`config.mk`:
```
export PLATFORM = sky130hd
export DESIGN_NAME = periodic_pulse_generator_core
export DESIGN_NICKNAME = d
export VERILOG_FILES = /design/src/hdl/ppg_pkg.sv /design/src/hdl/ppg_ctrl.sv /design/src/hdl/ppg_datapath.sv /design/src/hdl/periodic_pulse_generator_core.sv
export SDC_FILE = /design/constraint.sdc
export NUM_CORES = 2
export LEC_CHECK = 0
export BUFFER_PORTS_ARGS = -buffer_cell sky130_fd_sc_hd__buf_2
export CAP_MARGIN = 25
export CORE_ASPECT_RATIO = 0.9
export CORE_UTILIZATION = 35
export CTS_BUF_LIST = sky130_fd_sc_hd__clkbuf_2
export DETAILED_ROUTE_END_ITERATION = 6
export HOLD_SLACK_MARGIN = 0.1
export PLACE_DENSITY = 0.49
export SLEW_MARGIN = 20
export SYNTH_ARGS = -nofsm -noshare
export SYNTH_HDL_FRONTEND = slang
export SYNTH_SLANG_ARGS = --single-unit
export TNS_END_PERCENT = 30
```
`constraint.sdc`:
```
create_clock -name clk -period 12.5 [get_ports clk]
set_clock_uncertainty 0.05 [all_clocks]
set_input_delay 0 -clock clk [delete_from_list [all_inputs] [get_ports clk]]
set_output_delay 0 -clock clk [all_outputs]
set_load 0.05 [all_outputs]
```
`src/hdl/ppg_pkg.sv`:
```
// package for the periodic pulse generator: widths, register codes, reset values,
// controller states and the command/status bundles between controller and datapath
// no dependencies
package ppg_pkg;

  // field widths
  localparam int TIME_W     = 24;
  localparam int AMP_W      = 16;
  localparam int QUO_W      = AMP_W;
  localparam int DIV_CNT_W  = $clog2(QUO_W);
  localparam int CFG_IDX_W  = 3;
  localparam int CFG_DATA_W = 24;

  // register indexes
  localparam logic [CFG_IDX_W-1:0] REG_PERIOD = 3'd0;
  localparam logic [CFG_IDX_W-1:0] REG_DELAY  = 3'd1;
  localparam logic [CFG_IDX_W-1:0] REG_WIDTH  = 3'd2;
  localparam logic [CFG_IDX_W-1:0] REG_SHAPE  = 3'd3;
  localparam logic [CFG_IDX_W-1:0] REG_AMP    = 3'd4;

  // register reset values
  localparam logic [TIME_W-1:0] PERIOD_RST = 24'd1000;
  localparam logic [TIME_W-1:0] DELAY_RST  = 24'd500;
  localparam logic [TIME_W-1:0] WIDTH_RST  = 24'd500;
  localparam logic              SHAPE_RST  = 1'b0;
  localparam logic [AMP_W-1:0]  AMP_RST    = 16'd1024;

  // shape codes
  localparam logic SHAPE_RECT = 1'b0;
  localparam logic SHAPE_TRI  = 1'b1;

  typedef enum logic [1:0] {
    ST_IDLE,
    ST_CALC,
    ST_DIV,
    ST_DONE
  } state_t;

  typedef struct packed {
    logic step;      // advance counters with the accepted transaction
    logic mul;       // form amplitude * distance and load the divider
    logic div;       // one restoring divide step
    logic load_out;  // move the result into the output register
  } cmd_t;

  typedef struct packed {
    logic tri_pending;  // current sample needs the triangle slope
    logic div_last;     // final divide step in progress
    logic out_full;     // output register holds a transaction that is stalled
  } status_t;

endpackage

```
`src/hdl/ppg_ctrl.sv`:
```
// controller state machine of the periodic pulse generator
// depends on ppg_pkg; drives commands to ppg_datapath and the input stall
module ppg_ctrl (
  input  logic               clk,
  input  logic               rst_n,
  input  logic               in_valid,
  output logic               in_stall,
  input  ppg_pkg::status_t   status,
  output ppg_pkg::cmd_t      cmd
);

  ppg_pkg::state_t state_r;
  ppg_pkg::state_t state_nxt;

  // state register
  always_ff @(posedge clk) begin
    if (!rst_n) begin
      state_r <= ppg_pkg::ST_IDLE;
    end else begin
      state_r <= state_nxt;
    end
  end

  // next state
  always_comb begin
    state_nxt = state_r;
    case (state_r)
      ppg_pkg::ST_IDLE: begin
        if (in_valid) state_nxt = ppg_pkg::ST_CALC;
      end
      ppg_pkg::ST_CALC: begin
        state_nxt = status.tri_pending ? ppg_pkg::ST_DIV : ppg_pkg::ST_DONE;
      end
      ppg_pkg::ST_DIV: begin
        if (status.div_last) state_nxt = ppg_pkg::ST_DONE;
      end
      ppg_pkg::ST_DONE: begin
        if (!status.out_full) state_nxt = ppg_pkg::ST_IDLE;
      end
      default: state_nxt = ppg_pkg::ST_IDLE;
    endcase
  end

  // outputs
  always_comb begin
    cmd      = '0;
    in_stall = 1'b1;
    case (state_r)
      ppg_pkg::ST_IDLE: begin
        in_stall = !rst_n;
        cmd.step = in_valid && rst_n;
      end
      ppg_pkg::ST_CALC: begin
        cmd.mul = status.tri_pending;
      end
      ppg_pkg::ST_DIV: begin
        cmd.div = 1'b1;
      end
      ppg_pkg::ST_DONE: begin
        cmd.load_out = !status.out_full;
      end
      default: begin
        cmd = '0;
      end
    endcase
  end

endmodule

```
`src/hdl/ppg_datapath.sv`:
```
// datapath of the periodic pulse generator: delay and phase counters, slope
// multiplier, 16-step restoring divider and output register; depends on ppg_pkg
module ppg_datapath #(
  parameter int COUNT_BITS = 24
) (
  input  logic                         clk,
  input  logic                         rst_n,
  input  ppg_pkg::cmd_t                cmd,
  output ppg_pkg::status_t             status,
  input  logic [ppg_pkg::TIME_W-1:0]   period_ticks,
  input  logic [ppg_pkg::TIME_W-1:0]   delay_ticks,
  input  logic [ppg_pkg::TIME_W-1:0]   width_ticks,
  input  logic                         shape_mode,
  input  logic [ppg_pkg::AMP_W-1:0]    amplitude,
  input  logic                         in_restart,
  output logic                         out_valid,
  input  logic                         out_stall,
  output logic [ppg_pkg::AMP_W-1:0]    out_sample_value,
  output logic                         out_in_pulse
);

  // compare width covers both the counters and the time registers
  localparam int PW = (COUNT_BITS > ppg_pkg::TIME_W) ? COUNT_BITS : ppg_pkg::TIME_W;
  localparam int TW = ppg_pkg::TIME_W;
  localparam int AW = ppg_pkg::AMP_W;
  localparam int QW = ppg_pkg::QUO_W;
  localparam int CW = ppg_pkg::DIV_CNT_W;

  logic [COUNT_BITS-1:0] delay_count_r, delay_count_nxt;
  logic                  delay_done_r,  delay_done_nxt;
  logic [COUNT_BITS-1:0] phase_count_r, phase_count_nxt;
  logic                  pulse_r,       pulse_nxt;
  logic                  tri_r,         tri_nxt;
  logic [TW-1:0]         dist_r,        dist_nxt;
  logic [TW-1:0]         rem_r,         rem_nxt;
  logic [QW-1:0]         quo_r,         quo_nxt;
  logic [CW-1:0]         cnt_r,         cnt_nxt;
  logic                  out_valid_r,   out_valid_nxt;
  logic [AW-1:0]         out_value_r,   out_value_nxt;
  logic                  out_pulse_r,   out_pulse_nxt;

  logic [COUNT_BITS-1:0] dc, pc, phase;
  logic                  dd;
  logic [TW:0]           twice, width_ext, trial;
  logic                  ge;
  logic [TW+AW-1:0]      prod;

  // counter step for one accepted transaction
  always_comb begin
    dc = in_restart ? '0 : delay_count_r;
    pc = in_restart ? '0 : phase_count_r;
    dd = in_restart ? 1'b0 : delay_done_r;

    if (PW'(pc) >= PW'(period_ticks)) begin
      phase = COUNT_BITS'(1);
    end else begin
      phase = pc + COUNT_BITS'(1);
    end

    delay_count_nxt = delay_count_r;
    delay_done_nxt  = delay_done_r;
    phase_count_nxt = phase_count_r;
    pulse_nxt       = pulse_r;
    tri_nxt         = tri_r;
    dist_nxt        = dist_r;

    if (cmd.step) begin
      delay_count_nxt = dc;
      delay_done_nxt  = dd;
      phase_count_nxt = pc;
      pulse_nxt       = 1'b0;
      tri_nxt         = 1'b0;
      if (!dd) begin
        if ((PW'(dc) >= PW'(delay_ticks)) || (&dc)) begin
          delay_done_nxt  = 1'b1;
          phase_count_nxt = '0;
        end else begin
          delay_count_nxt = dc + COUNT_BITS'(1);
        end
      end else begin
        phase_count_nxt = phase;
        pulse_nxt       = PW'(phase) < PW'(width_ticks);
        tri_nxt         = pulse_nxt && (shape_mode == ppg_pkg::SHAPE_TRI);
      end
      // twice the distance from the pulse center, only used inside the pulse
      twice     = (TW + 1)'({PW'(phase), 1'b0});
      width_ext = {1'b0, width_ticks};
      dist_nxt  = (twice > width_ext) ? TW'(twice - width_ext) : TW'(width_ext - twice);
    end else begin
      twice     = '0;
      width_ext = {1'b0, width_ticks};
    end
  end

  // slope multiply and restoring divide by the width
  always_comb begin
    prod    = (TW + AW)'(amplitude) * (TW + AW)'(dist_r);
    trial   = {rem_r, quo_r[QW-1]};
    ge      = trial >= {1'b0, width_ticks};
    rem_nxt = rem_r;
    quo_nxt = quo_r;
    cnt_nxt = cnt_r;
    if (cmd.mul) begin
      rem_nxt = prod[TW+AW-1:AW];
      quo_nxt = prod[QW-1:0];
      cnt_nxt = '0;
    end else if (cmd.div) begin
      rem_nxt = ge ? TW'(trial - {1'b0, width_ticks}) : trial[TW-1:0];
      quo_nxt = {quo_r[QW-2:0], ge};
      cnt_nxt = cnt_r + CW'(1);
    end
  end

  // output register
  always_comb begin
    out_valid_nxt = out_valid_r && out_stall;
    out_value_nxt = out_value_r;
    out_pulse_nxt = out_pulse_r;
    if (cmd.load_out) begin
      out_valid_nxt = 1'b1;
      out_pulse_nxt = pulse_r;
      if (!pulse_r) begin
        out_value_nxt = '0;
      end else if (tri_r) begin
        out_value_nxt = amplitude - quo_r;
      end else begin
        out_value_nxt = amplitude;
      end
    end
  end

  // control state
  always_ff @(posedge clk) begin
    if (!rst_n) begin
      delay_count_r <= '0;
      delay_done_r  <= 1'b0;
      phase_count_r <= '0;
      out_valid_r   <= 1'b0;
      cnt_r         <= '0;
    end else begin
      delay_count_r <= delay_count_nxt;
      delay_done_r  <= delay_done_nxt;
      phase_count_r <= phase_count_nxt;
      out_valid_r   <= out_valid_nxt;
      cnt_r         <= cnt_nxt;
    end
  end

  // payload
  always_ff @(posedge clk) begin
    pulse_r     <= pulse_nxt;
    tri_r       <= tri_nxt;
    dist_r      <= dist_nxt;
    rem_r       <= rem_nxt;
    quo_r       <= quo_nxt;
    out_value_r <= out_value_nxt;
    out_pulse_r <= out_pulse_nxt;
  end

  always_comb begin
    status.tri_pending = tri_r;
    status.div_last    = (cnt_r == CW'(QW - 1));
    status.out_full    = out_valid_r && out_stall;
  end

  assign out_valid        = out_valid_r;
  assign out_sample_value = out_value_r;
  assign out_in_pulse     = out_pulse_r;

endmodule

```
`src/hdl/periodic_pulse_generator_core.sv`:
```
// periodic pulse generator, one item at a time: rectangle and zero samples reach the
// output register through the CALC and DONE states, triangle samples through CALC, the
// restoring divider by width_ticks (one multiply in CALC, 16 divide steps) and DONE
// next transaction taken in IDLE after the load; DONE holds while the output is stalled
// reset (synchronous, rst_n low) loads the register defaults and clears the counters
// depends on ppg_pkg, ppg_ctrl, ppg_datapath
module periodic_pulse_generator_core #(
  parameter int COUNT_BITS = 24
) (
  input  logic                               clk,
  input  logic                               rst_n,
  input  logic                               cfg_we,
  input  logic [ppg_pkg::CFG_IDX_W-1:0]      cfg_index,
  input  logic [ppg_pkg::CFG_DATA_W-1:0]     cfg_wdata,
  input  logic                               in_valid,
  output logic                               in_stall,
  input  logic                               in_restart,
  output logic                               out_valid,
  input  logic                               out_stall,
  output logic [ppg_pkg::AMP_W-1:0]          out_sample_value,
  output logic                               out_in_pulse
);

  logic [ppg_pkg::TIME_W-1:0] period_ticks_r;
  logic [ppg_pkg::TIME_W-1:0] delay_ticks_r;
  logic [ppg_pkg::TIME_W-1:0] width_ticks_r;
  logic                       shape_mode_r;
  logic [ppg_pkg::AMP_W-1:0]  amplitude_r;

  ppg_pkg::cmd_t    cmd;
  ppg_pkg::status_t status;

  // configuration registers
  always_ff @(posedge clk) begin
    if (!rst_n) begin
      period_ticks_r <= ppg_pkg::PERIOD_RST;
      delay_ticks_r  <= ppg_pkg::DELAY_RST;
      width_ticks_r  <= ppg_pkg::WIDTH_RST;
      shape_mode_r   <= ppg_pkg::SHAPE_RST;
      amplitude_r    <= ppg_pkg::AMP_RST;
    end else if (cfg_we) begin
      case (cfg_index)
        ppg_pkg::REG_PERIOD: period_ticks_r <= cfg_wdata[ppg_pkg::TIME_W-1:0];
        ppg_pkg::REG_DELAY:  delay_ticks_r  <= cfg_wdata[ppg_pkg::TIME_W-1:0];
        ppg_pkg::REG_WIDTH:  width_ticks_r  <= cfg_wdata[ppg_pkg::TIME_W-1:0];
        ppg_pkg::REG_SHAPE:  shape_mode_r   <= cfg_wdata[0];
        ppg_pkg::REG_AMP:    amplitude_r    <= cfg_wdata[ppg_pkg::AMP_W-1:0];
        default: ;
      endcase
    end
  end

  ppg_ctrl u_ctrl (
    .clk      (clk),
    .rst_n    (rst_n),
    .in_valid (in_valid),
    .in_stall (in_stall),
    .status   (status),
    .cmd      (cmd)
  );

  ppg_datapath #(
    .COUNT_BITS (COUNT_BITS)
  ) u_datapath (
    .clk              (clk),
    .rst_n            (rst_n),
    .cmd              (cmd),
    .status           (status),
    .period_ticks     (period_ticks_r),
    .delay_ticks      (delay_ticks_r),
    .width_ticks      (width_ticks_r),
    .shape_mode       (shape_mode_r),
    .amplitude        (amplitude_r),
    .in_restart       (in_restart),
    .out_valid        (out_valid),
    .out_stall        (out_stall),
    .out_sample_value (out_sample_value),
    .out_in_pulse     (out_in_pulse)
  );

  // samples outside the pulse are zero
  assert property (@(posedge clk) disable iff (!rst_n)
    out_valid && !out_in_pulse |-> out_sample_value == '0)
    else $error("nonzero sample outside the pulse");

  // a sample never exceeds the amplitude
  assert property (@(posedge clk) disable iff (!rst_n)
    out_valid && out_in_pulse |-> out_sample_value <= amplitude_r)
    else $error("sample above amplitude");

  // rectangle pulses sit at full amplitude
  assert property (@(posedge clk) disable iff (!rst_n)
    out_valid && out_in_pulse && (shape_mode_r == ppg_pkg::SHAPE_RECT)
      |-> out_sample_value == amplitude_r)
    else $error("rectangle sample not at amplitude");

  // no transaction is taken while the divider is working
  assert property (@(posedge clk) disable iff (!rst_n)
    cmd.div |-> in_stall)
    else $error("input accepted during divide");

endmodule
```
# Word level (Yosys, flattened, before mapping)
# Cells that the tools add are included.
# W data, S select, Z words.
# totals
wordCells,88
register_bits,228
out_inout_bits,19
inputBits,33
# classes
order_cmp,5
add_sub_neg,7
n_mux,28
multipliers,1
reduce_logical,17
eq_ne,11
bitwise,1
# ops
operator,count
$mux W24,11
$sub A24 B24 Y24,3
$add A24 B1 Y24 const B,2
$ge A24 B24 Y1,2
$mux W16,3
$mul A16 B24 Y40,1
$ge A25 B24 Y1,1
$gt A25 B24 Y1,1
$lt A24 B24 Y1,1
$reduce_and A24 Y1,1
$sub A16 B16 Y16,1
$mux W1,10
$reduce_and A2 Y1,5
$pmux W2 S4,1
$eq A3 B2 Y1 const B,2
$mux W2,3
$ne A2 B2 Y1 const B,3
$add A4 B1 Y4 const B,1
$eq A2 B2 Y1 const B,2
$eq A4 B4 Y1 const B,1
$eq A3 B1 Y1 const B,1
$eq A3 B3 Y1 const B,1
$logic_and A1 B1 Y1,3
$logic_not A3 Y1,1
other kinds (8),9

# Longest topological paths before layout
# depth
ltp_word,5
ltp_mapped,31
depth_no_buf,24

# Cells and area by module
# A second synthesis with hierarchy kept.
# hier_totals
cells_unflattened,3285
hier_area_um2,28591.2
# by_module_without_submodules
module,seq_area_each_um2,cells_per_inst,area_each_um2,n_inst
ppg_datapath,3573.4,2930,24961.4,1
periodic_pulse_generator_core,1781.7,331,3419.5,1
ppg_ctrl,40.0,24,210.2,1

# Worst setup path before layout
# Ideal clock, no wire load.
# synth_path
kind,reg2reg
startpoint,register amplitude_r[9] (netlist bit)
endpoint,register u_datapath.rem_r[21] (data pin)
path_buffers,2
t_required_ns,12.179
setup_time_ns,0.271
stages_incl_launch_ff,24
path_slack_ns,6.153
synth_period_minus_slack_ns,6.347
arrival_ns,6.026
path_cell_list,dfxtp_1 clkbuf_1 clkbuf_1 nand2_1 fa_1 inv_1 fa_1 fa_1 fa_1 fa_1 inv_1 fa_1 inv_1 ha_1 a21o_1 a21o_1 a21oi_1 o21ai_0 a31o_1 a21o_1 a311oi_2 o21bai_1 xnor2_1 a21boi_1
# synth_between
elab_chain_cells,2
# synth_rtl
element,line,source
from (decl),periodic_pulse_generator_core.sv:28,logic [ppg_pkg::AMP_W-1:0] amplitude_r;
from (signal assigned),periodic_pulse_generator_core.sv:40,amplitude_r <= ppg_pkg::AMP_RST;
from (signal assigned),periodic_pulse_generator_core.sv:47,ppg_pkg::REG_AMP: amplitude_r <= cfg_wdata[ppg_pkg::AMP_W-1:0];
$mul A16 B24 Y40,ppg_datapath.sv:97,prod = (TW + AW)'(amplitude) * (TW + AW)'(dist_r);
$mux W24,ppg_datapath.sv:103,if (cmd.mul) begin
named net u_datapath.rem_nxt[21],ppg_datapath.sv:35,"logic [TW-1:0] rem_r, rem_nxt;"
to (signal assigned),ppg_datapath.sv:154,rem_r <= rem_nxt;
to (decl),ppg_datapath.sv:35,
# The timed path passes the listed nets, and every way through them passes these cells.
# A chain may end at the register's enable or synchronous reset.

# Final worst setup path
# layout_path
startpoint,register amplitude_r[6] (netlist bit)
endpoint,register u_datapath.rem_r[20] (data pin)
# The elaborated chain is that of the path after synthesis.

==> results.txt <==
----------------------------------------------------
[Power]
  Tot Pwr ... 4.540 mW
  Worst-case vdd ir drop ... 0.1021 mV
  Pleak ... 14.42 nW
  PD cells ... 145.3 nW/um2

[Detailed routing]
  Post-route DRC ... 0
  Final routed wire length divided by cell count ... 18.15 um
  Detailed-router iteration count before antenna repair ... 6
  Total via count after detailed routing ... 22960
  Iteration-0 DRC count of the detailed router ... 1437
  Total wire length ... 82.56 mm
  DRT antenna net count ... 0
  Via density ... 5.048

[Yosys]
  Count of state elements after synthesis ... 228
  FFs w/ async S/R, synth ... 0
  Synth top cells by count ... 535 x sky130_fd_sc_hd__nand2_1, 502 x sky130_fd_sc_hd__inv_1, 310 x sky130_fd_sc_hd__fa_1
  Leading cell type by number of instances after synthesis ... sky130_fd_sc_hd__nand2_1
  Most instantiated flip-flop cell in the synthesis netlist ... sky130_fd_sc_hd__dfxtp_1
  Yosys Warn Count ... 0
  Share of the synthesized area in the top cell type ... 0.2183
  Nets in the synthesized netlist ... 3970
  Library cell occupying the most area in the post-synthesis netlist ... sky130_fd_sc_hd__fa_1
  Sequential element share of the synthesized area ... 0.1898
  Instance count of the mapped netlist ... 3352
  Number of flops mapped to enable cells by yosys ... 83
  Yosys cell types ... 88
  Post-synthesis area per instance ... 8.480 um2
  Cell area after technology mapping ... 28430 um2
  Cells taking the most area after synthesis ... sky130_fd_sc_hd__fa_1 22%, sky130_fd_sc_hd__ha_1 12%, sky130_fd_sc_hd__dfxtp_1 10%

[Placed design]
  DP HPWL ... 60.85 mm
  Worst Setup Slack post-DPL ... 5.065 ns
  Placer congestion estimate ... 0.8695
  Port Buffers ... 51
  Instance count after placement with tap cells included ... 4336
  Area after DPL ... 29700 um2

[Status]
  Status ... completed

[Finish]
  Final std cell area, no fill ... 31240 um2
  Proportion of layout cells with a drive suffix above 1 ... 0.06869
  Synth-to-layout area growth ... 9.895%
  Post-layout util ... 0.3907
  Final instance count without filler cells ... 4548
  Final Net Count ... 4059

[STA]
  Total negative slack ... 0 ns
  Endpoints failing hold ... 0
  Endpoints failing setup ... 0
  Setup repair after global routing missed its margin ... false
  Number of pins exceeding their max-slew limit in the final report ... 0
  FMAX ... 132.5 MHz
  Final Cycle Share ... 0.6036
  Pin slew with the least headroom to its limit ... 1.008 ns
  Setup slack of the critical path after layout ... 4.955 ns
  Normalized max-slew margin ... 0.3273
  Worst hold-check slack ... 0.2453 ns
  Min cycle time layout ... 7.545 ns

[Global routing]
  Vias in the first global route ... 23280
  Global-route wire length before repair ... 132.7 mm
  Overall fraction of global-route tracks in use ... 0.2053
  Pin count of the biggest net entering global routing ... 94
  Total global routing overflow ... 0
  Antenna violations before repair ... 5

[Setup path]
  Startpoint of the worst-slack reg-to-reg timing path ... amplitude_r[6]
  Crit path launch type ... flop
  Kind of end point of the critical path ... flop
  Setup slack on the worst flop-to-flop path ... 4.95 ns
  Total buffers and inverters traversed by the critical path ... 6
  Required time at the endpoint of the critical path ... 13.16 ns
  Biggest fanout along the worst timing path ... 17
  Worst path max stage delay ... 0.70 ns
  Worst setup path startpoint ... amplitude_r[6]
  Cell type of the slowest stage on the worst timing path ... sky130_fd_sc_hd__dfxtp_1
  Type of the worst setup path ... flop to flop
  Chain of cells forming the critical path ... buf_4 -> nand2_1 -> fa_1 -> inv_1 -> fa_1 -> inv_1 -> fa_1 -> inv_1 -> fa_1 -> fa_1 -> inv_1 -> fa_1 -> inv_1 -> ha_1 -> nand4_1 -> nor2_1 -> nor3b_1 -> o2111ai_1 -> a31oi_1 -> o221ai_1 -> o21ai_0 -> xnor2_1 -> a21oi_1
  WP data arrival ... 8.20 ns
  Cell family with most CP delay ... adder cells
  Most used cell, CP ... sky130_fd_sc_hd__fa_1

[Hold path]
  Hold Path Class ... input port to flop
  Worst Hold Launch ... cfg_index[2]

[Clock tree]
  CTS tree ... done
  Cts hold-fix bufs ... 86
  Skew-Pair Late Insertion Delay ... 0.99 ns
  Maximum level of the CTS H-tree ... 3
  Clock Sink Count ... 228
  Clk root buf ... sky130_fd_sc_hd__clkbuf_2
  Clock slew seen by the registers of the worst setup and hold paths ... 0.11 ns
  Post-CTS setup repair buffer count ... 0
  Clock buffer count from CTS ... 67
  Resized Gates After CTS ... 0
  Buffers from clock root to sink, at most ... 3

[Floorplan]
  I/O pin cnt ... 52
  Starting density of the core ... 0.3556
  Placeable core region ... 79950 um2
  Die width ... 302.4 um
  Die Span Y ... 272.4 um
  Floorplan die area ... 82360 um2
  # rows ... 98

[Job]
  Max_cap viols ... 0

----------------------------------------------------
layer usage:
metal  global-route usage  vias up  routed length [um]
met3              0.02879      116                3783
met4              0.04509        2                1596
li1                     -    11180                   -
met1               0.2942    11170               39950
met2               0.3260      498               37220
met5                    0        -                  13
registers in the layout (all words and copies together) (netlist names), 2 cells and up:
name,cells
u_datapath.dist_r,24
u_datapath.phase_count_r,24
period_ticks_r,24
delay_ticks_r,24
amplitude_r,16
u_datapath.quo_r,16
u_datapath.rem_r,24
u_datapath.out_sample_value,16
u_datapath.cnt_r,4
u_ctrl.state_r,2
u_datapath.delay_count_r,24
width_ticks_r,24
worst min-delay path: stages:
cell and delay [ns]:
sky130_fd_sc_hd__dlygate4sd3_1 0.53, sky130_fd_sc_hd__buf_2 0.14, sky130_fd_sc_hd__and3_1 0.35, sky130_fd_sc_hd__nand2_1 0.14
sky130_fd_sc_hd__a21boi_0 0.07
where the power goes:
part,internal [mW],switching [mW]
Clock,0.261,0.377
Sequential,1.01,0.228
Combinational,1.05,1.61
layout by cell type (no fill, tap or decap), types with 79 or more instances in the layout:
cell | Yosys | layout
sky130_fd_sc_hd__nor2b_1 | 79 | 79
sky130_fd_sc_hd__ha_1 | 275 | 275
sky130_fd_sc_hd__a21o_1 | 80 | 80
sky130_fd_sc_hd__inv_1 | 502 | 501
sky130_fd_sc_hd__clkbuf_2 | 0 | 102
sky130_fd_sc_hd__and2_1 | 183 | 182
sky130_fd_sc_hd__dfxtp_1 | 145 | 145
sky130_fd_sc_hd__edfxtp_1 | 83 | 83
sky130_fd_sc_hd__dlygate4sd3_1 | 0 | 85
sky130_fd_sc_hd__a21oi_1 | 139 | 139
sky130_fd_sc_hd__fa_1 | 310 | 310
sky130_fd_sc_hd__nor2_1 | 126 | 124
sky130_fd_sc_hd__nand2_1 | 535 | 535
logic make-up (layout without fill, tap and decap cells):
kind of cell	after synthesis	after routing	share of synthesized area
AND/OR/NAND/NOR	1143	1143	0.1927
buffers and inverters	661	803	0.08882
AO/OA/AOI/OAI	589	589	0.1422
adder cells (fa/ha/maj)	585	585	0.3394
flip-flops	228	228	0.1898
XOR/XNOR	109	109	0.03385
multiplexers	37	37	0.01334
other	0	4	0
cell type report:
cell class / instances / area, um2
antenna: 4 / 10.01
inverter: 503 / 1888
sequential: 228 / 5395
timing repair buffer: 178 / 1464
tap: 1050 / 1314
fill: 8300 / 48710
multi-input combinational: 2463 / 20510
clock inverter: 20 / 142.6
clock buffer: 102 / 510.5
worst paths after layout:
path,depth (start not counted),end
setup / recovery,23,u_datapath.rem_r[20]
hold / removal,5,amplitude_r[9]
setup reg to reg,23,u_datapath.rem_r[20]
hold reg to reg,2,amplitude_r[8]
Power figures use the tool's default switching activity.
